### config.mk
export PLATFORM = sky130hd
export DESIGN_NAME = mau_datapath
export DESIGN_NICKNAME = d
export VERILOG_FILES = /design/src/hw/rtl/modular_arithmetic_unit_assert.svh /design/src/hw/rtl/mau_pkg.sv /design/src/hw/rtl/mau_datapath.sv
export SDC_FILE = /design/constraint.sdc
export NUM_CORES = 2
export LEC_CHECK = 0
export ABC_AREA = 0
export BUFFER_PORTS_ARGS = -buffer_cell sky130_fd_sc_hd__buf_2
export CAP_MARGIN = 10
export CORE_MARGIN = 5
export CORE_UTILIZATION = 45
export DETAILED_ROUTE_END_ITERATION = 10
export PLACE_DENSITY_LB_ADDON = 0.05
export RECOVER_POWER = 25
export SLEW_MARGIN = 25
export SYNTH_ARGS = -nofsm -noshare
export SYNTH_HDL_FRONTEND = slang
export SYNTH_SLANG_ARGS = --single-unit
export TNS_END_PERCENT = 5
### constraint.sdc
create_clock -name clk_i -period 20.6 [get_ports clk_i]
set_input_delay 6.18 -clock clk_i [delete_from_list [all_inputs] [get_ports clk_i]]
set_output_delay 6.18 -clock clk_i [all_outputs]
set_load 0.005 [all_outputs]
### src/hw/rtl/modular_arithmetic_unit_assert.svh
// ----------------------------------------------------------------------------
// Assertion macros for the modular arithmetic unit.
// Shared concurrent assertion forms, clocked on clk_i and disabled in reset.
// ----------------------------------------------------------------------------
`ifndef MODULAR_ARITHMETIC_UNIT_ASSERT_SVH
`define MODULAR_ARITHMETIC_UNIT_ASSERT_SVH
// Implication that must hold at every clock edge out of reset.
`define MAU_ASSERT_IMP(lbl, ante, cons, msg) \
  lbl: assert property (@(posedge clk_i) disable iff (!rst_ni) (ante) |-> (cons)) \
    else $error(msg);
// Implication checked in the cycle after the antecedent.
`define MAU_ASSERT_NEXT(lbl, ante, cons, msg) \
  lbl: assert property (@(posedge clk_i) disable iff (!rst_ni) (ante) |=> (cons)) \
    else $error(msg);
`endif

### src/hw/rtl/mau_pkg.sv
// ----------------------------------------------------------------------------
// Modular arithmetic unit package
// Shared widths, command codes and controller/datapath interface types.
// ----------------------------------------------------------------------------
`default_nettype none
package mau_pkg;
  localparam int unsigned DataW = 64;
  localparam int unsigned CmdW  = 3;
  localparam int unsigned DefaultWidth = 64;

  localparam logic [CmdW-1:0] CmdAdd = 3'd0;
  localparam logic [CmdW-1:0] CmdSub = 3'd1;
  localparam logic [CmdW-1:0] CmdMul = 3'd2;
  localparam logic [CmdW-1:0] CmdNeg = 3'd3;
  localparam logic [CmdW-1:0] CmdInv = 3'd4;
  localparam logic [CmdW-1:0] CmdExp = 3'd5;

  // Datapath operations issued by the controller.
  typedef enum logic [3:0] {
    OpNone, OpLoad, OpRedStart, OpRedStep, OpRedDone, OpAddSub, OpNeg,
    OpMulStart, OpMulStep, OpDivStart, OpDivStep, OpInvUpd, OpExpInit,
    OpExpSq, OpExpMul, OpFinish
  } dp_op_e;

  typedef struct packed {
    dp_op_e     op;
    logic [1:0] sel;
  } dp_cmd_t;

  typedef struct packed {
    logic       cnt_done;
    logic       a_zero;
    logic       r1_zero;
    logic       r0_one;
    logic       exp_bit;
    logic       exp_done;
  } dp_stat_t;
endpackage
`default_nettype wire

### src/hw/rtl/mau_datapath.sv
// ----------------------------------------------------------------------------
// Modular arithmetic datapath
// Operand registers, a bit-serial reducer/divider and a bit-serial modular
// multiplier, driven one operation per cycle by the controller.
// ----------------------------------------------------------------------------
`default_nettype none
module mau_datapath #(
  parameter int unsigned Width = mau_pkg::DefaultWidth
) (
  input  wire logic                     clk_i,
  input  wire logic                     rst_ni,
  input  wire mau_pkg::dp_cmd_t         cmd_i,
  input  wire logic [Width-1:0]         mod_i,
  input  wire logic [Width-1:0]         a_i,
  input  wire logic [Width-1:0]         b_i,
  input  wire logic [mau_pkg::CmdW-1:0] op_i,
  output mau_pkg::dp_stat_t             stat_o,
  output logic [Width-1:0]              res_o
);
  import mau_pkg::*;
  localparam int unsigned CntW = $clog2(Width + 1);

  logic [Width-1:0] p_q, a_q, a_d, b_q, b_d, e_q, e_d;
  logic [Width-1:0] r0_q, r0_d, r1_q, r1_d, s0_q, s0_d, s1_q, s1_d;
  logic [Width-1:0] x_q, x_d, y_q, y_d, acc_q, acc_d, rem_q, rem_d, quo_q, quo_d;
  logic [Width-1:0] res_q, res_d, src_q, src_d;
  logic [CntW-1:0]  cnt_q, cnt_d, ecnt_q, ecnt_d;
  logic [CmdW-1:0]  op_q, op_d;
  logic [Width:0]   sh, dbl, sum, pl;
  logic [Width-1:0] dbl_r, addv, ab_sum, ab_dif;

  // Shift-subtract step shared by reduction and division.
  assign sh = {rem_q, src_q[Width-1]};
  // Double-and-add step of the multiplier.
  assign dbl = {acc_q, 1'b0};
  assign dbl_r = (dbl >= {1'b0, p_q}) ? Width'(dbl - {1'b0, p_q}) : dbl[Width-1:0];
  assign addv = y_q[Width-1] ? x_q : '0;
  assign sum = {1'b0, dbl_r} + {1'b0, addv};
  assign pl = {1'b0, a_q} + {1'b0, b_q};
  assign ab_sum = (pl >= {1'b0, p_q}) ? Width'(pl - {1'b0, p_q}) : pl[Width-1:0];
  assign ab_dif = (a_q >= b_q) ? a_q - b_q : p_q - (b_q - a_q);

  always_comb begin
    a_d = a_q; b_d = b_q; e_d = e_q; r0_d = r0_q; r1_d = r1_q; s0_d = s0_q;
    s1_d = s1_q; x_d = x_q; y_d = y_q; acc_d = acc_q; rem_d = rem_q;
    quo_d = quo_q; res_d = res_q; src_d = src_q; cnt_d = cnt_q; op_d = op_q;
    ecnt_d = ecnt_q;
    unique case (cmd_i.op)
      OpLoad: begin
        a_d = a_i; b_d = b_i; e_d = b_i; op_d = op_i;
      end
      OpRedStart: begin
        src_d = cmd_i.sel[0] ? b_q : a_q; rem_d = '0; quo_d = '0;
        cnt_d = CntW'(Width);
      end
      OpDivStart: begin
        src_d = r0_q; rem_d = '0; quo_d = '0; cnt_d = CntW'(Width);
      end
      OpRedStep, OpDivStep: begin
        if (sh >= {1'b0, (cmd_i.op == OpDivStep) ? r1_q : p_q}) begin
          rem_d = Width'(sh - {1'b0, (cmd_i.op == OpDivStep) ? r1_q : p_q});
          quo_d = {quo_q[Width-2:0], 1'b1};
        end else begin
          rem_d = sh[Width-1:0];
          quo_d = {quo_q[Width-2:0], 1'b0};
        end
        src_d = src_q << 1;
        cnt_d = cnt_q - 1'b1;
      end
      OpRedDone: begin
        if (cmd_i.sel[0]) b_d = rem_q;
        else a_d = rem_q;
      end
      OpAddSub: res_d = cmd_i.sel[0] ? ab_dif : ab_sum;
      OpNeg: res_d = (a_q == '0) ? '0 : p_q - a_q;
      OpMulStart: begin
        // sel: 0 a*b, 1 res*res, 2 res*a, 3 quotient*s1
        unique case (cmd_i.sel)
          2'd0: begin x_d = a_q; y_d = b_q; end
          2'd1: begin x_d = res_q; y_d = res_q; end
          2'd2: begin x_d = a_q; y_d = res_q; end
          default: begin
            x_d = s1_q;
            y_d = (quo_q >= p_q) ? quo_q - p_q : quo_q;
          end
        endcase
        acc_d = '0; cnt_d = CntW'(Width);
      end
      OpMulStep: begin
        acc_d = (sum >= {1'b0, p_q}) ? Width'(sum - {1'b0, p_q}) : sum[Width-1:0];
        y_d = y_q << 1;
        cnt_d = cnt_q - 1'b1;
      end
      OpInvUpd: begin
        r0_d = r1_q; r1_d = rem_q; s0_d = s1_q;
        s1_d = (s0_q >= acc_q) ? s0_q - acc_q : p_q - (acc_q - s0_q);
      end
      OpExpInit: begin
        res_d = Width'(1); ecnt_d = CntW'(Width); r0_d = p_q; r1_d = a_q;
        s0_d = '0; s1_d = Width'(1);
      end
      OpExpSq: begin
        if (cmd_i.sel[0]) res_d = acc_q;
        else begin
          e_d = e_q << 1; ecnt_d = ecnt_q - 1'b1;
        end
      end
      OpExpMul: res_d = acc_q;
      OpFinish: begin
        if (cmd_i.sel[0]) res_d = '0;
        else begin
          unique case (op_q)
            CmdMul: res_d = acc_q;
            CmdInv: res_d = s0_q;
            default: res_d = res_q;
          endcase
        end
      end
      default: ;
    endcase
  end

  always_ff @(posedge clk_i or negedge rst_ni) begin
    if (!rst_ni) begin
      cnt_q  <= '0;
      ecnt_q <= '0;
      op_q   <= '0;
      p_q    <= Width'(2);
    end else begin
      cnt_q  <= cnt_d;
      ecnt_q <= ecnt_d;
      op_q   <= op_d;
      p_q    <= (mod_i < Width'(2)) ? Width'(2) : mod_i;
    end
  end

  always_ff @(posedge clk_i) begin
    a_q <= a_d; b_q <= b_d; e_q <= e_d; r0_q <= r0_d; r1_q <= r1_d;
    s0_q <= s0_d; s1_q <= s1_d; x_q <= x_d; y_q <= y_d; acc_q <= acc_d;
    rem_q <= rem_d; quo_q <= quo_d; res_q <= res_d; src_q <= src_d;
  end

  assign stat_o.cnt_done = (cnt_q == '0);
  assign stat_o.a_zero   = (a_q == '0);
  assign stat_o.r1_zero  = (r1_q == '0);
  assign stat_o.r0_one   = (r0_q == Width'(1));
  assign stat_o.exp_bit  = e_q[Width-1];
  assign stat_o.exp_done = (ecnt_q == '0);
  assign res_o = res_q;
endmodule
`default_nettype wire

# [After elaboration in Yosys (flattened, before gate mapping)]
# Index checks and enable logic that the tools add are counted.
[totals] in_bits=203 out_inout_bits=70 ff_bits=977 word_cells=130
[classes] add_sub_neg=16 muxes=38 n_eq_ne=25 n_reduce_logical=25 magnitude_cmp=8
[op_table] op="64-bit case mux with 2 select lines" count=14
[op_table] op="64-bit two-way mux" count=18
[op_table] op="64-bit subtractor" count=12
[op_table] op="64-bit case mux with 6 select lines" count=1
[op_table] op="65-bit by 64-bit greater-or-equal comparator with 1-bit output" count=4
[op_table] op="64-bit greater-or-equal comparator" count=3
[op_table] op="64-bit case mux with 3 select lines" count=1
[op_table] op="64-bit by 64-bit adder with 65-bit output" count=2
[op_table] op="64-bit zero test" count=2
[op_table] op="64-bit by 1-bit == test with 1-bit output (second input constant)" count=1
[op_table] op="64-bit by 2-bit < comparator with 1-bit output (second input constant)" count=1
[op_table] op="4-bit == test (second input constant)" count=8
[op_table] op="7-bit case mux with 2 select lines" count=2
[op_table] op="4-bit by 3-bit == test with 1-bit output (second input constant)" count=4
[op_table] op="7-bit zero test" count=2
[op_table] op="2-bit nonzero test" count=7
[op_table] op="7-bit by 1-bit subtractor with 7-bit output (second input constant)" count=2
[op_table] op="4-bit by 2-bit == test with 1-bit output (second input constant)" count=2
[op_table] op="2-bit inequality test (second input constant)" count=4
[op_table] op="2-bit AND reduction" count=4
[op_table] op="2-bit OR reduction" count=4
[op_table] op="7-bit two-way mux" count=1
[op_table] op="6-bit nonzero test" count=1
[op_table] op="3-bit OR reduction" count=2
[op_table] op="10 further kinds" count=10

# [Longest topological paths before layout]
[depth] word_depth=6 mapped_depth=45 mapped_depth_nobuf=38

# [Worst setup path after synthesis]
# OpenSTA, ideal clock, no wires.
[synth_path] path_kind="input-to-reg" start="in cmd_i[2] (netlist bit)" end="reg cnt_q[0]" setup_slack_ns=2.919 path_stages=5 required_ns=20.461 arrival_ns=17.543 n_path_buf=1 cell_sequence="clkbuf_1 -> nand2_1 -> o21ai_0 -> nor2_1 -> mux2_2"
[synth_between] elab_chain_len=3 elab_cells_between_ends=10 classes_between="6 x eq/ne; 1 x mux; 3 x reduce/logical"
[synth_rtl] element="start, declared" line_no="mau_datapath.sv:12" source="input wire mau_pkg::dp_cmd_t cmd_i,"
[synth_rtl] element="4-bit == test (tied with other cells)" line_no="mau_datapath.sv:48" source="unique case (cmd_i.op)"
[synth_rtl] element="3-bit OR reduction (no source line)"
[synth_rtl] element="7-bit case mux with 2 select lines or 2-bit nonzero test (tied branches)"
[synth_rtl] element="end signal, assigned" line_no="mau_datapath.sv:130" source="cnt_q <= cnt_d;"
[synth_rtl] element="end, declared" line_no="mau_datapath.sv:27" source="logic [CntW-1:0] cnt_q, cnt_d, ecnt_q, ecnt_d;"
# Parallel ways exist; a longest one is shown, timed or not.
# A chain may end at the register's enable or synchronous reset.

# [Worst setup path in the final report]
[layout_path] start="reg p_q[1]" end="reg acc_q[36], data pin"
[layout_between] elab_chain_len=6 elab_cells_between_ends=8 classes_between="3 x add/sub; 2 x order compare; 3 x mux"
[layout_rtl] element="start, declared" line_no="mau_datapath.sv:23" source="logic [Width-1:0] p_q, a_q, a_d, b_q, b_d, e_q, e_d;"
[layout_rtl] element="start signal, assigned" line_no="mau_datapath.sv:128" source="p_q <= Width'(2);"
[layout_rtl] element="start signal, assigned" line_no="mau_datapath.sv:133" source="p_q <= (mod_i < Width'(2)) ? Width'(2) : mod_i;"
[layout_rtl] element="64-bit subtractor or 65-bit by 64-bit greater-or-equal comparator with 1-bit output (tied branches)" line_no="mau_datapath.sv:36" source="assign dbl_r = (dbl >= {1'b0, p_q}) ? Width'(dbl - {1'b0, p_q}) : dbl[Width-1:0];"
[layout_rtl] element="64-bit two-way mux" line_no="mau_datapath.sv:36"
[layout_rtl] element="64-bit by 64-bit adder with 65-bit output" line_no="mau_datapath.sv:38" source="assign sum = {1'b0, dbl_r} + {1'b0, addv};"
[layout_rtl] element="64-bit subtractor or 65-bit by 64-bit greater-or-equal comparator with 1-bit output (tied branches)" line_no="mau_datapath.sv:90" source="acc_d = (sum >= {1'b0, p_q}) ? Width'(sum - {1'b0, p_q}) : sum[Width-1:0];"
[layout_rtl] element="64-bit two-way mux *" line_no="mau_datapath.sv:90"
[layout_rtl] element="64-bit case mux with 2 select lines *" line_no="mau_datapath.sv:48"
[layout_rtl] element="end signal, assigned" line_no="mau_datapath.sv:139" source="s0_q <= s0_d; s1_q <= s1_d; x_q <= x_d; y_q <= y_d; acc_q <= acc_d;"
[layout_rtl] element="end, declared" line_no="mau_datapath.sv:25" source="logic [Width-1:0] x_q, x_d, y_q, y_d, acc_q, acc_d, rem_q, rem_d, quo_q, quo_d;"
# Every way passes the cells marked *; elsewhere a longest branch is shown, timed or not.

==> metrics.md <==
| Metric | Value |
|---|---|
| Outcome | finished with violations |
| Failing checks | max-capacitance violations, max-slew violations |
| Sequential share of the synthesized area | 30.34% |
| Final Hold Fails | 0 |
| Peak VDD IR | 0.09470 mV |
| Layout net count | 12530 |
| Num CTS Buffers | 131 |
| Commonest non-fill, non-tap cell in the layout | nand2_1 |
| Total global routing overflow | 0 |
| P&R area growth vs syn | 8.549% |
| WL final | 441300 um |
| Die area | 0.2213 mm2 |
| Max-cap viol count | 18 |
| Drt pass-1 iters | 9 |
| Largest net degree at the start of global routing | 106 |
| Worst setup SP type | flip-flop |
| Slew Limit Fails | 738 |
| Most used DFF post-synth | edfxtp_1 |
| Gr usage total | 38.02% |
| Layout cells sized above 1 | 6.767% |
| Post-DP HPWL | 361300 um |
| # DRC | 0 |
| Number of global-route vias before repair | 87280 |
| Root buffer cell | clkbuf_16 |
| Post-Syn Instances | 11530 |
| Iteration-0 DRC count of the detailed router | 12650 |
| Post-DRT Antenna Nets | 0 |
| EDFF count, synth | 896 |
| Flop pwr share | 31.0% |
| Drt via density | 6.465 |
| Leak | 43.80 nW |
| I/O pin cnt | 273 |
| Unrepaired setup endpoints after global routing | no |
| GPL Wtd Cong | 1.051 |
| Crit path max-delay family | compound AO/OA/AOI/OAI gates |
| Sum Neg Setup Slack | 0 ns |
| Worst Setup End Kind | flip-flop |
| Initial antenna violation count | 34 |
| Post-Layout Inst Area | 0.1035 mm2 |
| Worst r2r path cells | 38 |
| Die height | 470.4 um |
| Most frequent cells in the layout | 1272 x nand2_1, 1214 x a21oi_1, 896 x edfxtp_1 |
| Min Tclk post-route | 12.79 ns |
| Int Power | 0.004805 W |
| Yosys cell types | 111 |
| WL/cell | 30.71 um |
| CTS sink cnt | 977 |
| Power Density | 76.32 mW/mm2 |
| CTS Buffer Depth | 3 |
| R2r setup slk | 7.81 ns |
| First-pass GRT wire length | 617700 um |
| Rel. slew slack | -143.8% |
| Required time worst endpoint | 21.22 ns |
| Core Region | 0.2115 mm2 |
| Mean Syn Cell Area | 8.274 um2 |
| Cts-stage hold buffer count | 0 |
| # rows | 169 |
| Switch share | 39.18% |
| Syn_nets | 12640 |
| Maximum fanout along the worst path | 66 |
| CP max stage cell | o31ai_1 |
| Hold path cells | 1 |
| NetSw | 0.003096 W |
| Asr flop ratio synth | 8.291% |
| # resized after CTS | 0 |
| Clock share of power | 30.6% |
| Die W | 470.4 um |
| Crit path buf inv count | 3 |
| Final Skew | 0.03056 ns |
| Critical path class | flip-flop to flip-flop |
| Mapped Area | 0.09538 mm2 |
| Syn. warnings | 0 |
| Slew @ Worst Pin | 3.656 ns |
| Reg clk slew, reported paths | 0.06 ns |
| FMAX | 0.07821 GHz |
| CTS tree | yes |
| Area after DPL | 0.09920 mm2 |
| Via count | 92920 |
| Fill count | 20740 |
| Part of the cycle the worst path needs | 62.07% |
| Final setup vio count | 0 |
| Post-CTS Setup Repair Bufs | 0 |
| Clock latency on the worst-skew pair | 0.80 ns |
| Worst hold path type | flip-flop to flip-flop |
| #FFs+latches synth | 977 |
| WP depth | 38 |
| Combinational share of power | 38.3% |
| Delay of the slowest cell on the worst path | 0.73 ns |
| H-tree depth | 4 |
| Worst path arrival time | 13.40 ns |
| # port buffers | 272 |
| Initial Util | 45.10% |
==> synth_stat cells (134+ instances only) <==
cell | number | area [um2]
xnor2_1 | 441 | 3862
o21ai_0 | 853 | 4269
nor2_1 | 865 | 3247
inv_1 | 806 | 3025
o21bai_1 | 137 | 1028
nand2_1 | 1273 | 4778
fa_1 | 136 | 2723
and2_1 | 236 | 1476
nor3_1 | 158 | 790.8
nand4_1 | 174 | 1089
clkbuf_1 | 539 | 2023
a211oi_1 | 149 | 1119
ha_1 | 772 | 9659
nor4_1 | 134 | 838.3
xor2_1 | 248 | 2172
a21o_1 | 481 | 3611
nand3_1 | 185 | 925.9
edfxtp_1 | 896 | 26910
a21oi_1 | 1214 | 6076
==> per-layer routing <==
layer,wire length (um),GRT usage [%],share of wire (%),up-vias
met5,82,0,0.019,-
li1,-,-,-,41640
met4,28900,20.28,6.5,16
met3,45770,7.040,10,826
met2,180000,54.95,41,5240
met1,186600,53.81,42,45200
==> per-stage QoR <==
step | utilization, % | hold WS [ns] | std cells | total power [W] | setup slack [ns]
after global routing | 48.95 | 0.5320 | 14360 | 0.008228 | 7.567
final | 48.96 | 0.5100 | 14370 | 0.007901 | 7.814
after CTS | 49.01 | 0.5103 | 14350 | 0.007833 | 8.135
after floorplan | - | 0.4694 | 11530 | 0.004481 | 2.919
after detailed placement | 46.92 | 0.4999 | 14110 | 0.005410 | 7.504
after global placement | 46.90 | 0.4937 | 14110 | 0.005398 | 7.706
==> cell families (layout without fill, tap and decap cells) <==
kind of cell	Yosys count	after routing	synth area share (%)
adder cells (fa/ha/maj)	908	908	12.98
flip-flops	977	977	30.34
other	0	24	0
AND/OR/NAND/NOR	3471	3471	16.94
XOR/XNOR	689	689	6.327
buffers and inverters	1483	1483	6.008
multiplexers	173	173	1.914
AO/OA/AOI/OAI	3826	3826	25.49
==> power by group through the flow <==
stage | Combinational, W | Clock, W | Sequential, W
after floorplan | 0.00206 | 0 | 0.00242
after global placement | 0.00292 | 0 | 0.00248
after detailed placement | 0.00293 | 0 | 0.00248
after CTS | 0.00295 | 0.00244 | 0.00244
after global routing | 0.00326 | 0.00252 | 0.00245
final | 0.00303 | 0.00242 | 0.00245
==> area by class of cell <==
type                            count  area, um2  share of cell area (%)
Timing Repair Buffer              434       2477                   2.393
Antenna cell                       24      60.06                 0.05801
Inverter                          808       3033                   2.930
Tap cell                         2821       3530                   3.409
Sequential cell                   977      28930                   27.95
Clock buffer                      164       3548                   3.427
Multi-Input combinational cell   9067      61060                   58.98
Clock inverter                     77      889.6                  0.8593
==> worst paths after layout <==
| kind | endpoint | from |
|---|---|---|
| max | acc_q[36] | p_q[1] |
| min | y_q[29] | y_q[28] |
| max reg2reg | acc_q[36] | p_q[1] |
| min in group asynchronous | p_q[3] | rst_ni |
| max in group asynchronous | p_q[50] | rst_ni |
| min reg2reg | y_q[29] | y_q[28] |
Power figures use the tool's default switching activity.
