File: config.mk
export PLATFORM = sky130hd
export DESIGN_NAME = mau_ctrl
export DESIGN_NICKNAME = d
export VERILOG_FILES = /design/src/hw/rtl/modular_arithmetic_unit_assert.svh /design/src/hw/rtl/mau_pkg.sv /design/src/hw/rtl/mau_ctrl.sv
export SDC_FILE = /design/constraint.sdc
export NUM_CORES = 1
export LEC_CHECK = 0
export CAP_MARGIN = 20
export CORE_MARGIN = 2
export CORE_UTILIZATION = 30
export CTS_CLUSTER_SIZE = 20
export DETAILED_ROUTE_END_ITERATION = 10
export DONT_BUFFER_PORTS = 1
export GPL_TIMING_DRIVEN = 1
export PLACE_DENSITY = 0.45
export SYNTH_ARGS = -nofsm -noshare
export SYNTH_HDL_FRONTEND = slang
export SYNTH_SLANG_ARGS = --single-unit
File: constraint.sdc
create_clock -name clk_i -period 3.9 [get_ports clk_i]
set_clock_uncertainty 0.05 [all_clocks]
set_input_delay 0.585 -clock clk_i [delete_from_list [all_inputs] [get_ports clk_i]]
set_output_delay 0.585 -clock clk_i [all_outputs]
set_load 0.01 [all_outputs]
File: src/hw/rtl/modular_arithmetic_unit_assert.svh
// ----------------------------------------------------------------------------
// Assertion macros for the modular arithmetic unit.
// Shared concurrent assertion forms, clocked on clk_i and disabled in reset.
// ----------------------------------------------------------------------------
`ifndef MODULAR_ARITHMETIC_UNIT_ASSERT_SVH
`define MODULAR_ARITHMETIC_UNIT_ASSERT_SVH
// Implication that must hold at every clock edge out of reset.
`define MAU_ASSERT_IMP(lbl, ante, cons, msg) \
  lbl: assert property (@(posedge clk_i) disable iff (!rst_ni) (ante) |-> (cons)) \
    else $error(msg);
// Implication checked in the cycle after the antecedent.
`define MAU_ASSERT_NEXT(lbl, ante, cons, msg) \
  lbl: assert property (@(posedge clk_i) disable iff (!rst_ni) (ante) |=> (cons)) \
    else $error(msg);
`endif

File: src/hw/rtl/mau_pkg.sv
// ----------------------------------------------------------------------------
// Modular arithmetic unit package
// Shared widths, command codes and controller/datapath interface types.
// ----------------------------------------------------------------------------
`default_nettype none
package mau_pkg;
  localparam int unsigned DataW = 64;
  localparam int unsigned CmdW  = 3;
  localparam int unsigned DefaultWidth = 64;

  localparam logic [CmdW-1:0] CmdAdd = 3'd0;
  localparam logic [CmdW-1:0] CmdSub = 3'd1;
  localparam logic [CmdW-1:0] CmdMul = 3'd2;
  localparam logic [CmdW-1:0] CmdNeg = 3'd3;
  localparam logic [CmdW-1:0] CmdInv = 3'd4;
  localparam logic [CmdW-1:0] CmdExp = 3'd5;

  // Datapath operations issued by the controller.
  typedef enum logic [3:0] {
    OpNone, OpLoad, OpRedStart, OpRedStep, OpRedDone, OpAddSub, OpNeg,
    OpMulStart, OpMulStep, OpDivStart, OpDivStep, OpInvUpd, OpExpInit,
    OpExpSq, OpExpMul, OpFinish
  } dp_op_e;

  typedef struct packed {
    dp_op_e     op;
    logic [1:0] sel;
  } dp_cmd_t;

  typedef struct packed {
    logic       cnt_done;
    logic       a_zero;
    logic       r1_zero;
    logic       r0_one;
    logic       exp_bit;
    logic       exp_done;
  } dp_stat_t;
endpackage
`default_nettype wire

File: src/hw/rtl/mau_ctrl.sv
// ----------------------------------------------------------------------------
// Modular arithmetic controller
// Sequences the datapath through reduction, multiplication, the extended
// Euclidean loop and square-and-multiply; it owns the req/rsp handshakes.
// ----------------------------------------------------------------------------
`default_nettype none
module mau_ctrl (
  input  wire logic                     clk_i,
  input  wire logic                     rst_ni,
  input  wire logic                     in_valid_i,
  input  wire logic [mau_pkg::CmdW-1:0] in_cmd_i,
  output logic                          in_ready_o,
  output logic                          out_valid_o,
  input  wire logic                     out_ready_i,
  output logic                          ok_o,
  output logic                          busy_o,
  input  wire mau_pkg::dp_stat_t        stat_i,
  output mau_pkg::dp_cmd_t              cmd_o
);
  import mau_pkg::*;
  localparam logic [4:0] SIdle = 5'd0, SRedA = 5'd1, SRedAW = 5'd2, SRedB = 5'd3,
    SRedBW = 5'd4, SDisp = 5'd5, SMul = 5'd6, SInvChk = 5'd7, SDiv = 5'd8,
    SQMul = 5'd9, SUpd = 5'd10, SExpChk = 5'd11, SSq = 5'd12, SEm = 5'd13,
    SExpShift = 5'd14, SFin = 5'd15, SOut = 5'd16;

  logic [4:0] state_q, state_d;
  logic [2:0] cmd_q, cmd_d;
  logic       ok_q, ok_d, ph_q, ph_d, valid_q, valid_d;

  always_comb begin
    state_d = state_q; cmd_d = cmd_q; ok_d = ok_q; ph_d = ph_q; valid_d = valid_q;
    cmd_o.op = OpNone; cmd_o.sel = 2'd0;
    if (valid_q && out_ready_i) valid_d = 1'b0;
    unique case (state_q)
      SIdle: if (in_valid_i) begin
        cmd_o.op = OpLoad; cmd_d = in_cmd_i; ok_d = 1'b1; state_d = SRedA;
      end
      SRedA: begin cmd_o.op = OpRedStart; state_d = SRedAW; end
      SRedAW: begin
        if (stat_i.cnt_done) begin cmd_o.op = OpRedDone; state_d = SRedB; end
        else cmd_o.op = OpRedStep;
      end
      SRedB: begin cmd_o.op = OpRedStart; cmd_o.sel = 2'd1; state_d = SRedBW; end
      SRedBW: begin
        cmd_o.sel = 2'd1;
        if (stat_i.cnt_done) begin cmd_o.op = OpRedDone; state_d = SDisp; end
        else cmd_o.op = OpRedStep;
      end
      SDisp: begin
        unique case (cmd_q) inside
          CmdAdd, CmdSub: begin
            cmd_o.op = OpAddSub; cmd_o.sel = {1'b0, cmd_q[0]}; state_d = SOut;
          end
          CmdMul: begin cmd_o.op = OpMulStart; ph_d = 1'b0; state_d = SMul; end
          CmdNeg: begin cmd_o.op = OpNeg; state_d = SOut; end
          CmdInv: begin
            cmd_o.op = OpExpInit;
            if (stat_i.a_zero) begin ok_d = 1'b0; state_d = SFin; end
            else state_d = SInvChk;
          end
          CmdExp: begin cmd_o.op = OpExpInit; state_d = SExpChk; end
          default: begin cmd_o.op = OpFinish; cmd_o.sel = 2'd1; state_d = SOut; end
        endcase
      end
      SMul: begin
        if (stat_i.cnt_done) state_d = SFin;
        else cmd_o.op = OpMulStep;
      end
      SInvChk: begin
        if (stat_i.r1_zero) begin
          ok_d = stat_i.r0_one; state_d = SFin;
        end else begin cmd_o.op = OpDivStart; state_d = SDiv; end
      end
      SDiv: begin
        if (stat_i.cnt_done) begin
          cmd_o.op = OpMulStart; cmd_o.sel = 2'd3; state_d = SQMul;
        end else cmd_o.op = OpDivStep;
      end
      SQMul: begin
        cmd_o.sel = 2'd3;
        if (stat_i.cnt_done) state_d = SUpd;
        else cmd_o.op = OpMulStep;
      end
      SUpd: begin cmd_o.op = OpInvUpd; state_d = SInvChk; end
      SExpChk: begin
        if (stat_i.exp_done) state_d = SOut;
        else begin
          cmd_o.op = OpMulStart; cmd_o.sel = 2'd1; ph_d = 1'b0; state_d = SSq;
        end
      end
      SSq: begin
        if (!stat_i.cnt_done) cmd_o.op = OpMulStep;
        else if (!ph_q) begin
          cmd_o.op = OpExpSq; cmd_o.sel = 2'd1;
          if (stat_i.exp_bit) begin
            ph_d = 1'b1; state_d = SEm;
          end else begin
            state_d = SExpShift;
          end
        end else begin
          cmd_o.op = OpExpMul; state_d = SExpShift;
        end
      end
      SEm: begin cmd_o.op = OpMulStart; cmd_o.sel = 2'd2; state_d = SSq; end
      SExpShift: begin cmd_o.op = OpExpSq; cmd_o.sel = 2'd0; state_d = SExpChk; end
      SFin: begin
        cmd_o.op = OpFinish; cmd_o.sel = {1'b0, !ok_q}; state_d = SOut;
      end
      SOut: if (!valid_q) begin
        valid_d = 1'b1; state_d = SIdle;
      end
      default: state_d = SIdle;
    endcase
  end

  always_ff @(posedge clk_i or negedge rst_ni) begin
    if (!rst_ni) begin
      state_q <= SIdle; cmd_q <= '0; ok_q <= 1'b1; ph_q <= 1'b0; valid_q <= 1'b0;
    end else begin
      state_q <= state_d; cmd_q <= cmd_d; ok_q <= ok_d; ph_q <= ph_d; valid_q <= valid_d;
    end
  end

  assign in_ready_o  = (state_q == SIdle);
  assign out_valid_o = valid_q;
  assign ok_o        = ok_q;
  assign busy_o      = (state_q != SIdle);
endmodule
`default_nettype wire
## After elaboration in Yosys (flattened, before gate mapping)

Index checks and enable logic that the tools add are counted.
Widths: inputs -> output; s select.

| storage, ports and cells | value |
|---|---|
| flip-flop bits (word level) | 11 |
| word-level logic and storage cells | 101 |
| output and inout port bits | 10 |
| input port bits | 13 |

| cells by class | value |
|---|---|
| multiplexer cells | 44 |
| eq/ne operators | 34 |
| reductions and logical operators | 18 |

Operators with widths:

| operator | number |
|---|---|
| $pmux 5 s17 | 1 |
| $pmux 4 s13 | 1 |
| $mux 5 | 10 |
| $eq 5x4->1 const B | 8 |
| $ne 2x2->1 const B | 13 |
| $eq 5x3->1 const B | 4 |
| $mux 4 | 4 |
| $pmux 2 s8 | 1 |
| $pmux 4 s4 | 1 |
| $mux 1 | 15 |
| $pmux 5 s3 | 1 |
| $reduce_or 2->1 | 6 |
| $eq 5x2->1 const B | 2 |
| $mux 3 | 3 |
| $mux 2 | 4 |
| $reduce_and 8->1 | 1 |
| $eq 3x2->1 const B | 2 |
| $eq 3x3->1 const B | 2 |
| $pmux 1 s3 | 2 |
| $reduce_bool 3->1 | 2 |
| $eq 5x1->1 const B | 1 |
| $eq 5x5->1 const B | 1 |
| $logic_not 5->1 | 1 |
| $reduce_and 5->1 | 1 |
| other kinds (9) | 9 |

## Logic depth before layout (Yosys ltp)

Gate-level depths: netlist of the first run.

| depth | value |
|---|---|
| depth in word-level cells | 4 |
| mapped depth | 7 |
| gate-level depth less buffers | 4 |

## Least setup slack after synthesis of the first run

No wires, ideal clock.

| timing path | value |
|---|---|
| path type | in2out |
| from | input stat_i[5] in the netlist's numbering |
| to | output cmd_o[0] in the netlist's numbering |
| stages | 4 |
| path slack | 1.705 ns |
| arrival time | 1.560 ns |
| path buffers | 1 |
| data required time | 3.265 ns |
| cells stage by stage | clkbuf_1 o21ai_0 o32ai_1 or4_1 |

RTL lines:

| element | line | source |
|---|---|---|
| from (decl) | mau_ctrl.sv:17 | `input wire mau_pkg::dp_stat_t stat_i,` |
| to (decl) | mau_ctrl.sv:18 | `output mau_pkg::dp_cmd_t cmd_o` |

==> flow_summary_export.csv, run 1 <==
group,metric,value,unit
status,outcome,"finished, final reports clean",
critical_path,critical_path_required,3260,ps
power_and_ir_drop,leakage,0.4534,nW
yosys,yosys_warnings,0,
global_routing,antenna_found_initial,0,
drt,vias,1130,
yosys,synth_fp_nets,166,
global_routing,grt_pass1_vias,1094,
global_routing,grt_usage,15.80,%
die,rows,23,
yosys,synth.yosys.seq_area_share,22.12,%
drt,drtIter0Drc,36,
timing,period_share,74.11,%
flow_run,maxCapViolCount,0,
layout,stdcell_count,192,
global_routing,grt_first_pass_wirelength,5526,um
placement,hpwl,2437,um
cts,cts_tree,"built",
cts,cts_inserted_buffers,3,
drt,final_antenna_net_count,0,
die,start_util,31.25,%
cts,path_clk_slew,50,ps
global_routing,grt_max_degree,28,
drt,drc,0,
power_and_ir_drop,p_per_area,851.8,mW/mm^2
power_and_ir_drop,peakVddDrop,0.2833,mV
placement,dp.cells,187,
layout,fillers,435,
layout,layout-drive-gt1-share,10.56,%
cts,ctsHoldBuffers,1,
timing,slew_viol_final,0,
die,dieArea,0.004699,sq mm
global_routing,overflow,0,
drt,drtPass1Iterations,4,
timing,tns,0,ps
critical_path,cp-start-kind,"register",
min_path,hold_class,"input port to async pin",
drt,viasPerCell,5.885,
yosys,ys.flop_type,"dfrtp_1",
yosys,yosysTopAreaCellShare,20.02,%
timing,hold_violations,0,
critical_path,crit_path_end_kind,"output port",
drt,dr_wl_met2,1644,um
drt,wl_met1,1565,um
layout,post-route-util,31.06,%
die,coreArea,0.004000,sq mm
critical_path,r2r_setup_slack,1800,ps
layout,fin_nets,156,
critical_path,crit_arrival,2260,ps
yosys,syn-cell-area,0.001250,sq mm
timing,rsz0062_at_grt,"no",
layout,areaGrowthSynthToFinish,-0.6007,%
placement,gp_congestion,0.8194,
die,ios,23,
yosys,synth_commonest_cells,"11 x nand2_1, 11 x nor2_1, 10 x dfrtp_1",
timing,fin_crit,2890,ps
yosys,ys_top_cells_by_area,"dfrtp_1 20%, buf_6 6.3%, nand2b_1 4.5%, a21oi_1 3.6%, mux2_4 3.6%",
cts,cts.sinks,11,
cts,postCtsSetupBuffers,0,
cts,h-tree-depth,1,
yosys,synth_edf_count,0,
drt,dr_wl_met3,98,um
yosys,ys_ff_latch,11,
cts,cts_root_buf,"clkbuf_8",
drt,dr.max_layer_used,"met4",
cts,clk-insertion-delay-late,240,ps
critical_path,worstRegToRegCells,4,
cts,postCtsResizedCells,0,
timing,finalSetupViolations,0,
timing,setup_ws,1010,ps
placement,dp_slack,1263,ps
timing,fmax,346.0,MHz
critical_path,cp-startpoint,"state_q[2]$_DFFE_PN0P_",
placement,io_buffers,0,
drt,drt-total-wl,3373,um
timing,relSlewSlack,44.01,%
die,die_h,68.55,um
layout,antennaDiodeCount,0,
yosys,netlist_instances,153,
yosys,async_reset_ff_share,100.0,%
yosys,postSynthAreaPerCell,8.170,sq um
yosys,yosys.cell_types.count,56,
critical_path,setup.worst_path.class,"register to output port",
critical_path,r2r-end,"ok_o$_DFFE_PN1P_",
yosys,yosysTopAreaCell,"dfrtp_1",
drt,wire_per_inst,17.57,um
cts,cts_max_path_buffers,2,
critical_path,r2r_start,"state_q[2]$_DFFE_PN0P_",
die,fp.dieW,68.55,um
timing,worst_pin_slew,839.9,ps
critical_path,worstPathMaxFanout,27,
worst max-delay path, cell delays in order (launching register included):
cell     delay [ps]
dfrtp_1         890
nor2b_1         210
a31oi_1         230
nor2_1           70
or4_1           600
placed cells by master (no fill, tap or decap), types with 3 or more instances in the layout:
cell	netlist	routed
nor3_1	3	3
clkbuf_8	0	3
nor2b_1	6	6
nand3b_1	5	5
nand3_1	3	3
a21oi_1	9	9
o21ai_0	6	6
nor2_1	11	11
dfrtp_1	10	10
nand2_1	11	11
mux2_4	3	3
o22ai_1	5	5
nand2b_1	9	9
inv_1	7	7
area by class of cell:
class	instances	area [sq um]	share of cell area [%]
multi-input cells	118	814.5	65.56
flip-flops and latches	11	276.5	22.26
well taps	50	62.56	5.035
clock buffers	4	45.04	3.625
inverters	7	26.28	2.115
repair buffers	2	17.52	1.410
layer usage:
layer | global-route usage [%] | up-vias
met3 | 2.760 | 7
met4 | 6.000 | 0
li1 | - | 545
met1 | 21.96 | 558
met5 | 0 | -
met2 | 24.28 | 20
per-stage QoR:
step	power (W)	hold WS, ps	area (sq um)
2_1_floorplan	0.0008913	239.4	1250
3_3_place_gp	0.0009309	239.7	1187
3_5_place_dp	0.0009368	239.7	1187
4_1_cts	0.001059	130.8	1242
5_1_grt	0.001153	118.7	1242
6_report	0.001058	130.8	1242
kinds of logic (layout without fill, tap and decap cells):
family                    Yosys count  after routing  share of synthesized area [%]
xor gates and xnor gates            2              2                          1.402
buffers and inverters              24             13                          12.71
DFF                                11             11                          22.12
muxes                               5              5                          5.305
and+or+nand+nor                    66             66                          32.63
AOI/OAI and AO/OA                  45             45                          25.83
state kept, by name, indices dropped and copies added (netlist names):
signal,cells
state_q,5
cmd_q,3
ok_o,1
out_valid_o,1
ph_q,1
power breakdown:
part	leakage [nW]	internal (W)	switching [W]
clock	0.0228	0.0000722	0.0000476
sequential	0.137	0.000165	0.000179
combinational	0.293	0.000285	0.000310
worst max-delay path by stage:
stage / end / slack, ps / cells after the start
floorplan: cmd_o[0] / 1710 / 4
global placement: cmd_o[0] / 1350 / 4
detailed placement: cmd_o[0] / 1260 / 4
CTS: cmd_o[0] / 1010 / 4
global route: cmd_o[0] / 850 / 4
finish: cmd_o[0] / 1010 / 4
No activity file was read; power rests on OpenSTA's default activity.
==> inputs of run 2 (changes only) <==
--- a/config.mk
+++ b/config.mk
@@ -12,7 +12,7 @@
 export DETAILED_ROUTE_END_ITERATION = 10
 export DONT_BUFFER_PORTS = 1
 export GPL_TIMING_DRIVEN = 1
-export PLACE_DENSITY = 0.45
+export PLACE_DENSITY = 0.46
 export SYNTH_ARGS = -nofsm -noshare
 export SYNTH_HDL_FRONTEND = slang
 export SYNTH_SLANG_ARGS = --single-unit
==> constraint.sdc (replaced) <==
create_clock -name clk_i -period 2.35 [get_ports clk_i]
set_clock_uncertainty 0.05 [all_clocks]
set_input_delay 0.3525 -clock clk_i [delete_from_list [all_inputs] [get_ports clk_i]]
set_output_delay 0.3525 -clock clk_i [all_outputs]
set_load 0.01 [all_outputs]
==> run 2 against run 1 <==
First-iteration DRC count grew 42%. Non-clock buffer count grew 8. Setup slack lost 900 ps. Critical path type unchanged. Largest cell class unchanged. Highest routed layer unchanged.
==> flow_summary_export.csv, run 2 (synthesized netlist as in run 1, its figures left out) <==
group,metric,value,unit
timing,period_share,95.30,%
critical_path,crit_path_end_kind,"output port",
critical_path,crit_arrival,1840,ps
power_and_ir_drop,peakVddDrop,0.4242,mV
timing,slew_viol_final,0,
layout,layout-drive-gt1-share,18.00,%
placement,io_buffers,0,
global_routing,grt_first_pass_wirelength,5616,um
cts,cts_inserted_buffers,3,
power_and_ir_drop,leakage,0.4896,nW
layout,multi_input_area,814.5,sq um
power_and_ir_drop,p_seq_share,26.9,%
critical_path,crit_chain,"buf_4 > nor4_4 > and2b_2 > nand2_2 > o2111ai_1",
drt,final_antenna_net_count,0,
layout,final_cell_mix,"11 x nor2_1, 11 x nand2_1, 9 x a21oi_1, 9 x nand2b_1, 9 x buf_4",
critical_path,worstPathMaxFanout,12,
critical_path,crit_path_max_incr_delay,480,ps
critical_path,critical_path_required,1950,ps
power_and_ir_drop,switchingPower,0.0009271,W
die,start_util,31.25,%
layout,fillers,421,
drt,wire_per_inst,17.38,um
critical_path,crit_path_top_delay_cell,"dfrtp_2",
flow_run,maxCapViolCount,0,
timing,fin_crit,2240,ps
layout,antennaDiodeCount,0,
critical_path,crit_family,"simple AND/OR/NAND/NOR gates",
drt,drt-total-wl,3475,um
power_and_ir_drop,p_sw_share,49.74,%
global_routing,grt_max_degree,17,
timing,worst_pin_slew,560.9,ps
layout,top_regs,"state_q: 5 flops, cmd_q: 3 flops",
layout,regArea,281.5,sq um
cts,clk-insertion-delay-late,250,ps
drt,drc,0,
drt,drtPass1Iterations,4,
timing,fmax,446.5,MHz
power_and_ir_drop,total_power,0.001864,W
die,fp.dieW,68.55,um
global_routing,met1_usage,20.98,%
timing,relSlewSlack,62.48,%
cts,cts_root_buf,"clkbuf_8",
global_routing,gr-max-usage-layer,"met2",
drt,drtIter0Drc,51,
min_path,hold_class,"input port to register",
cts,h-tree-depth,1,
global_routing,grt_usage,15.91,%
global_routing,antenna_found_initial,0,
layout,largest_reg_flops,5,
cts,cts_max_path_buffers,2,
global_routing,grt_pass1_vias,1111,
timing,tns,0,ps
cts,path_clk_slew,50,ps
power_and_ir_drop,power_frac_comb,62.0,%
cts,postCtsSetupBuffers,0,
die,dieArea,0.004699,sq mm
cts,cts.sinks,11,
die,rows,23,
die,die_h,68.55,um
global_routing,grtUsageMet3,3.571,%
drt,viasPerCell,5.735,
cts,cts_tree,"built",
layout,areaGrowthSynthToFinish,4.604,%
placement,gp_congestion,0.8590,
layout,largest-register,"state_q",
power_and_ir_drop,p_int,0.0009367,W
timing,hold_violations,0,
timing,finalSetupViolations,0,
critical_path,r2r_setup_slack,470,ps
critical_path,critPathBufInv,1,
global_routing,overflow,0,
power_and_ir_drop,p_clk_share,11.0,%
status,outcome,"finished, final reports clean",
drt,vias,1147,
timing,rsz0062_at_grt,"no",
global_routing,use_met2,26.80,%
layout,fin_nets,164,
die,ios,23,
placement,hpwl,2599,um
critical_path,cp-start-kind,"register",
critical_path,setup.worst_path.class,"register to output port",
die,coreArea,0.004000,sq mm
power_and_ir_drop,p_per_area,1425,mW/mm^2
[run 2: cell types whose count changed in the layout (fill, tap and decap cells not counted), sizes merged]
cell / change
buf: +8
[run 2: path summary, 6_finish.rpt]
kind | startpoint | to | depth (start not counted)
max in group asynchronous | rst_ni | state_q[1]$_DFFE_PN0P_ | 1
min in group asynchronous | rst_ni | cmd_q[1]$_DFFE_PN0P_ | 1
setup reg to reg | state_q[1]$_DFFE_PN0P_ | cmd_q[1]$_DFFE_PN0P_ | 5
setup / recovery | state_q[1]$_DFFE_PN0P_ | cmd_o[2] | 5
hold / removal | out_ready_i | out_valid_o$_DFF_PN0_ | 1
hold reg to reg | ph_q$_DFFE_PN0P_ | ph_q$_DFFE_PN0P_ | 2
[run 2: final cells by class]
cell class,instances,area share (%)
repair buffers,10,5.933
well taps,50,4.785
clock buffers,4,3.445
inverters,7,2.010
multi-input cells,118,62.30
flip-flops and latches,11,21.53
[run 2: per-stage QoR]
stage                     instance area (sq um)  setup WS (ps)  utilization [%]  std cells  hold slack [ps]
after floorplan                            1250          495.3                -        153            6.909
after global placement                     1247          292.0            31.19        195            7.190
after detailed placement                   1247          324.0            31.19        195            7.168
after CTS                                  1303          52.00            32.56        200            167.2
after global routing                       1308          9.047            32.69        200            190.9
final                                      1308          110.4            32.69        200            168.7
[run 2: layer usage]
metal  routed length (um)  up-vias
met3                  174        6
met4                   54        0
met1                 1538      557
li1                     -      555
met2                 1708       29
met5                    0        -
[run 2: power by group through the flow]
stage	logic [W]	clock network [W]	registers, W
after detailed placement	0.00114	0	0.000489
after global routing	0.00127	0.000212	0.000521
after floorplan	0.00116	0	0.000322
final	0.00116	0.000206	0.000502
after CTS	0.00115	0.000203	0.000486
after global placement	0.00114	0	0.000494
[run 2: timing repair]
action / 4_1_cts / 5_1_grt
endpoints found under the hold margin: 11 / 0
gates resized for setup: 0 / 4
setup endpoints to repair: 0 / 2
hold buffers: 1 / 0
==> inputs of run 3 (changes only) <==
--- a/config.mk
+++ b/config.mk
@@ -7,12 +7,12 @@
 export LEC_CHECK = 0
 export CAP_MARGIN = 20
 export CORE_MARGIN = 2
-export CORE_UTILIZATION = 30
+export CORE_UTILIZATION = 40
 export CTS_CLUSTER_SIZE = 20
 export DETAILED_ROUTE_END_ITERATION = 10
 export DONT_BUFFER_PORTS = 1
 export GPL_TIMING_DRIVEN = 1
-export PLACE_DENSITY = 0.46
+export PLACE_DENSITY = 0.57
 export SYNTH_ARGS = -nofsm -noshare
 export SYNTH_HDL_FRONTEND = slang
 export SYNTH_SLANG_ARGS = --single-unit
==> run 3 against run 2 <==
Critical path depth down 1. Setup slack got worse by 19 ps. Worst hold slack lost 33 ps. Sequential cell count is the same. Global-route usage up 4.2 points. Highest routed layer unchanged. Final area decreased by 0.57%. Count of clock-buffer cells in the layout did not move. Largest cell class unchanged. Non-clock buffer count is 1 higher. Final cell count fell by 8.0%. Core utilization rose by 11 points. Fmax down 0.84%.
==> flow_summary_export.csv, run 3 (synthesized netlist as in run 1, its figures left out) <==
group,metric,value,unit
drt,wire_per_inst,17.83,um
cts,cts.sinks,11,
timing,rsz0062_at_grt,"no",
critical_path,crit_family,"simple AND/OR/NAND/NOR gates",
timing,slew_viol_final,0,
power_and_ir_drop,leakage,0.4930,nW
layout,fin_nets,165,
timing,hold_violations,0,
timing,setup_ws,91.43,ps
global_routing,grt_first_pass_wirelength,5402,um
drt,drt-total-wl,3281,um
die,fp.dieW,59.90,um
global_routing,overflow,0,
min_path,hold_class,"input port to register",
drt,drtIter0Drc,49,
layout,design_area,0.001300,sq mm
global_routing,grt_max_degree,21,
timing,fin_crit,2259,ps
drt,drtPass1Iterations,4,
placement,io_buffers,0,
timing,tns,0,ps
cts,cts_inserted_buffers,3,
die,rows,20,
layout,layout-drive-gt1-share,21.19,%
layout,top_regs,"state_q: 5 flops, cmd_q: 3 flops",
timing,fmax,442.8,MHz
drt,vias,1185,
die,dieArea,0.003588,sq mm
critical_path,crit_arrival,1860,ps
drt,drc,0,
drt,final_antenna_net_count,0,
layout,post-route-util,43.29,%
die,coreArea,0.003003,sq mm
critical_path,critical_path_required,1950,ps
critical_path,cp-start-kind,"register",
critical_path,r2r_setup_slack,510,ps
die,die_h,59.90,um
power_and_ir_drop,p_per_area,1408,mW/mm^2
global_routing,grt_usage,20.08,%
flow_run,maxCapViolCount,0,
placement,hpwl,2441,um
layout,final_cell_mix,"11 x nor2_1, 11 x nand2_1, 9 x buf_4",
timing,finalSetupViolations,0,
layout,areaGrowthSynthToFinish,4.004,%
critical_path,crit_path_end_kind,"output port",
status,outcome,"finished, final reports clean",
placement,placed_area,0.001211,sq mm
critical_path,setup.worst_path.class,"register to output port",
cts,h-tree-depth,1,
cts,cts_max_path_buffers,2,
layout,largest-register,"state_q",
layout,largest_reg_flops,5,
placement,dp_slack,223.9,ps
timing,period_share,96.11,%
critical_path,crit_path_max_incr_delay,590,ps
cts,cts_tree,"built",
timing,worst_pin_slew,522.7,ps
die,start_util,41.63,%
placement,gp_congestion,0.8570,
cts,cts_root_buf,"clkbuf_4",
layout,antennaDiodeCount,0,
timing,relSlewSlack,65.04,%
critical_path,crit_path_top_delay_cell,"or4_1",
die,ios,23,
global_routing,antenna_found_initial,0,
cts,path_clk_slew,80,ps
drt,viasPerCell,6.440,
global_routing,grt_pass1_vias,1097,
critical_path,crit_chain,"buf_4 > a31oi_1 > nor2_1 > or4_1",
critical_path,critPathBufInv,1,
power_and_ir_drop,peakVddDrop,0.5732,mV
cts,clk-insertion-delay-late,290,ps
critical_path,worstPathMaxFanout,16,
==> run 3: cell types whose count changed in the layout (fill, tap and decap cells not counted), sizes merged <==
cell	change
clkbuf	+1
==> run 3: what timing repair did <==
action,CTS,global route
endpoints found under the hold margin,11,0
resized for setup,1,8
hold buffers,1,0
setup endpoints to repair,3,5
pin swaps,0,1
setup buffers,0,3
==> run 3: final cells by class <==
| class | count | area, sq um |
|---|---|---|
| clock buffer | 4 | 26.28 |
| fill | 290 | 1703 |
| inverter | 7 | 26.28 |
| multi-input combinational | 118 | 839.6 |
| sequential | 11 | 281.5 |
| tap | 33 | 41.29 |
| timing repair buffer | 11 | 85.08 |
==> run 3: worst paths after layout <==
kind,from,to,cells after the start
hold reg to reg,ph_q$_DFFE_PN0P_,ph_q$_DFFE_PN0P_,2
min in group asynchronous,rst_ni,state_q[4]$_DFFE_PN0P_,1
hold / removal,out_ready_i,out_valid_o$_DFF_PN0_,1
max in group asynchronous,rst_ni,state_q[1]$_DFFE_PN0P_,1
setup reg to reg,state_q[2]$_DFFE_PN0P_,cmd_q[0]$_DFFE_PN0P_,5
setup / recovery,state_q[0]$_DFFE_PN0P_,cmd_o[0],4
==> run 3: per-stage QoR <==
stage,hold slack [ps],std cells,total power (W)
after global placement,7.143,176,0.001583
after CTS,122.0,181,0.001750
after floorplan,6.909,153,0.001479
after detailed placement,7.200,176,0.001597
final,136.1,184,0.001830
after global routing,120.9,184,0.001978
==> run 3: worst register-to-register path, stage by stage (launching register included) <==
cell	delay, ps
dfrtp_2	510
buf_4	200
nor4_4	270
and2b_2	250
nand2_2	130
mux2_4	320
==> run 3: power breakdown <==
group	switching [W]	leakage [nW]	internal (W)	total, W
sequential	0.000202	0.132	0.000282	0.000484
clock	0.0000748	0.0150	0.0000661	0.000141
combinational	0.000651	0.346	0.000554	0.00121
==> run 3: routing by layer <==
| layer | wire length, um | vias up | track usage (%) |
|---|---|---|---|
| li1 | - | 562 | - |
| met1 | 1356 | 568 | 26.68 |
| met4 | 46 | 0 | 5.079 |
| met3 | 263 | 7 | 5.411 |
| met2 | 1614 | 48 | 32.14 |
| met5 | 0 | - | 0 |
